<file path="config.mk">
export PLATFORM = sky130hd
export DESIGN_NAME = bcpw_mul
export DESIGN_NICKNAME = d
export VERILOG_FILES = /design/src/rtl/bcpw_pkg.sv /design/src/rtl/bcpw_mul.sv
export SDC_FILE = /design/constraint.sdc
export NUM_CORES = 2
export LEC_CHECK = 0
export BUFFER_PORTS_ARGS = -buffer_cell sky130_fd_sc_hd__buf_2
export CORE_MARGIN = 3
export CORE_UTILIZATION = 35
export CTS_CLUSTER_DIAMETER = 150
export CTS_CLUSTER_SIZE = 24
export DETAILED_ROUTE_END_ITERATION = 6
export GPL_TIMING_DRIVEN = 0
export PLACE_DENSITY_LB_ADDON = 0.15
export SETUP_SLACK_MARGIN = 0.3
export SYNTH_ARGS = -nofsm -noshare
export SYNTH_HDL_FRONTEND = slang
export SYNTH_SLANG_ARGS = --single-unit
</file>
<file path="constraint.sdc">
create_clock -name clk -period 13.29 [get_ports clk]
set_input_delay 1.329 -clock clk [delete_from_list [all_inputs] [get_ports clk]]
set_output_delay 1.329 -clock clk [all_outputs]
set_load 0.005 [all_outputs]
</file>
<file path="src/rtl/bcpw_pkg.sv">
// Shared types and constants for the Bezier curve point walker.
// Used by every module of the block; depends on nothing.
package bcpw_pkg;

    localparam int COORD_BITS     = 12;
    localparam int FRAC_BITS      = 24;
    localparam int FIX_W          = FRAC_BITS + 1;   // holds 1.0 in 0.24
    localparam int TOT_W          = 11;
    localparam int IDX_BITS       = 4;
    localparam int CFG_W          = 5;
    localparam int MAX_POINTS_DEF = 16;
    localparam int PC_RESET       = 4;

    localparam logic CMD_WRITE   = 1'b0;
    localparam logic CMD_ADVANCE = 1'b1;

    typedef enum logic [3:0] {
        S_IDLE,
        S_SCAN,
        S_TOTAL,
        S_DIV,
        S_POW,
        S_POW_LAST,
        S_SUM,
        S_SUM_LAST,
        S_OUT
    } state_t;

endpackage

</file>
<file path="src/rtl/bcpw_mul.sv">
// Shared multiplier with a registered product.
// Depends on bcpw_pkg for the fixed-point operand width.
module bcpw_mul #(
    parameter int A_W = bcpw_pkg::FIX_W
) (
    input  logic                           clk,
    input  logic [A_W-1:0]                 a,
    input  logic [bcpw_pkg::FIX_W-1:0]     b,
    output logic [A_W+bcpw_pkg::FIX_W-1:0] prod
);

    logic [A_W+bcpw_pkg::FIX_W-1:0] prod_reg;

    always_ff @(posedge clk)
    begin
        prod_reg <= (A_W+bcpw_pkg::FIX_W)'(a) * (A_W+bcpw_pkg::FIX_W)'(b);
    end

    assign prod = prod_reg;

endmodule

</file>
==> metrics <==
Hold Fails Final Rpt=0; crit-path max FO=10; pins over their slew limit=0; post-DP HPWL=between 60000 and 70000 um; Initial Utilization=35.76%; CTS tree=yes; startpoint types=input port; Hold Buf Count CTS=0; area of the multi-input gates=about 18000 sq um; worst setup path class=input port to register; mapped cell area=21790 sq um; Fill cells=between 6000 and 7000; initial antenna violation count=10; Nets=around 3300; drt total wl=~76000 um; via count=roughly 17000; IO buf count=100; Tmin final=between 8000 and 9000 ps; top_reg_cell synth=dfxtp_1; drc violations=0; top post-synthesis cells by count=inv_1, fa_1, and2_1; vias per cell=between 4 and 5; chip width=approximately 260 um; Die H=~260 um; synthesized instance count=about 2400; TritonRoute pass-1 iters=5; Avg Cell Area, Syn=about 9.0 sq um; GP Congestion=0.9313; core footprint=a little over 60000 sq um; setup tns final=0 ps; maxcap violations=0; period utilization=66.00%; element type at the critical path end=register; Post-CTS Resized=0; row count=90; Total GRT Usage=between 20% and 30%; largest net degree at the start of global routing=16; die area=65280 sq um; Async S/R FF share, synth=0%; count leader, synth=inv_1; WL/cell=22.61 um; total CTS buffers=5; setup bufs post-CTS=0; Max Clk Rate=about 110 MHz; worst stage delay on the critical path=760 ps; total number of yosys warnings=0; Least-Margin Pin Slew=roughly 1000 ps; Clock Sinks=50; ANT nets after route=0; clock root buffer=clkbuf_16; global-route wire length before repair=about 110000 um; Final setup viols=0; H-Tree Depth=2; Max clock buf depth=2; vias in the first global route=between 15000 and 20000; status=complete, no violations; Synth Register Bits=50; Area Growth Syn to Fin=7.840%; Seq/Total Area, Yosys=between 4 and 5%; relative slew slack=~32%; CP Data Arrival Time=~9000 ps; worst setup margin=roughly 4500 ps; Worst-path clk slew=70 ps; cell taking the most area after synthesis=fa_1; final instance area=23490 sq um; share of post-route cells with drive strength above 1=under 10%; grt total ovfl=0; I/O pins=between 100 and 150; pre-CTS setup slack=about 4300 ps; Worst Path Required=roughly 13000 ps; Reg area=approximately 1000 sq um; top cells by area, synth=fa_1, ha_1, inv_1, and2_1, nand2_1; HP Class=input port to register; Synth cell types=58; Yosys top cell area share=about half; syn_nets=around 3200; number of synthesized flops with an enable pin=0; max FFs per register=50; DR iter-0 viols=between 900 and 1000; Slowest cell on crit path=clkbuf_1; Placed Area=roughly 23000 sq um; RSZ-0062 raised after global routing=false
==> layout by cell type (no fill, tap or decap), types with 5 or more instances in the layout <==
cell       count
a211o_1        5
a21o_1        37
a21oi_1       48
a31oi_1        8
and2_1       338
and3_1        14
buf_2        105
clkbuf_1     111
clkbuf_16      5
dfxtp_1       50
fa_1         526
ha_1         185
inv_1        596
nand2_1      320
nand3_1       12
nand4_1        5
nor2_1        20
nor3_1         6
o21ai_0       17
o21bai_1       9
xnor2_1       29
xor2_1        15
==> final cells by class <==
cell class | instances | share of cell area (%)
Multi-Input combinational cell | 1654 | 77.08
Timing Repair Buffer | 100 | 2.130
Sequential cell | 50 | 4.261
Clock buffer | 6 | 0.5485
Buffer | 115 | 1.864
Tap cell | 828 | 4.410
Inverter | 596 | 9.522
Clock inverter | 2 | 0.1598
Antenna cell | 2 | 0.02130
==> layer usage <==
metal / vias up / track usage [%] / wire [um]
li1: 7260 / - / -
met4: 2 / 10.44 / 4041
met1: 8625 / 29.39 / 29270
met3: 138 / 4.452 / 5732
met5: - / 0 / 18
met2: 639 / 39.97 / 36760
==> stage by stage <==
| stage | utilization, % | hold WS, ps | cells |
|---|---|---|---|
| 2_1_floorplan | - | 1456 | 2415 |
| 4_1_cts | 38.56 | 1398 | 3351 |
| 5_1_grt | 38.56 | 1409 | 3351 |
| 3_3_place_gp | 38.28 | 1690 | 3343 |
| 6_report | 38.56 | 1410 | 3353 |
| 3_5_place_dp | 38.28 | 1704 | 3343 |
==> final timing paths <==
path / cells after the start / from / endpoint
min: 2 / b[0] / prod[0]
max: 26 / a[12] / prod[47]
==> kinds of logic (layout without fill, tap and decap cells) <==
group	after synthesis	count (layout)	synth area share, %
buffers and inverters	711	819	12.28
flip-flops	50	50	4.595
multiplexers	2	2	0.1034
AO/OA/AOI/OAI	165	165	5.226
other	0	2	0
XOR/XNOR	44	44	1.769
adder cells (fa/ha/maj)	711	711	58.96
AND/OR/NAND/NOR	732	732	17.07
==> critical path: cells and delay by family <==
| family | cells | cell delay [ps] |
|---|---|---|
| xor gates and xnor gates | 1 | 160 |
| buffers and inverters | 9 | 1320 |
| and+or+nand+nor | 4 | 910 |
| AOI/OAI and AO/OA | 4 | 1320 |
| adders and majority gates | 8 | 3910 |
Power is not shown: default switching activity piles up to over one toggle a cycle in this logic, so the estimate is an artifact.
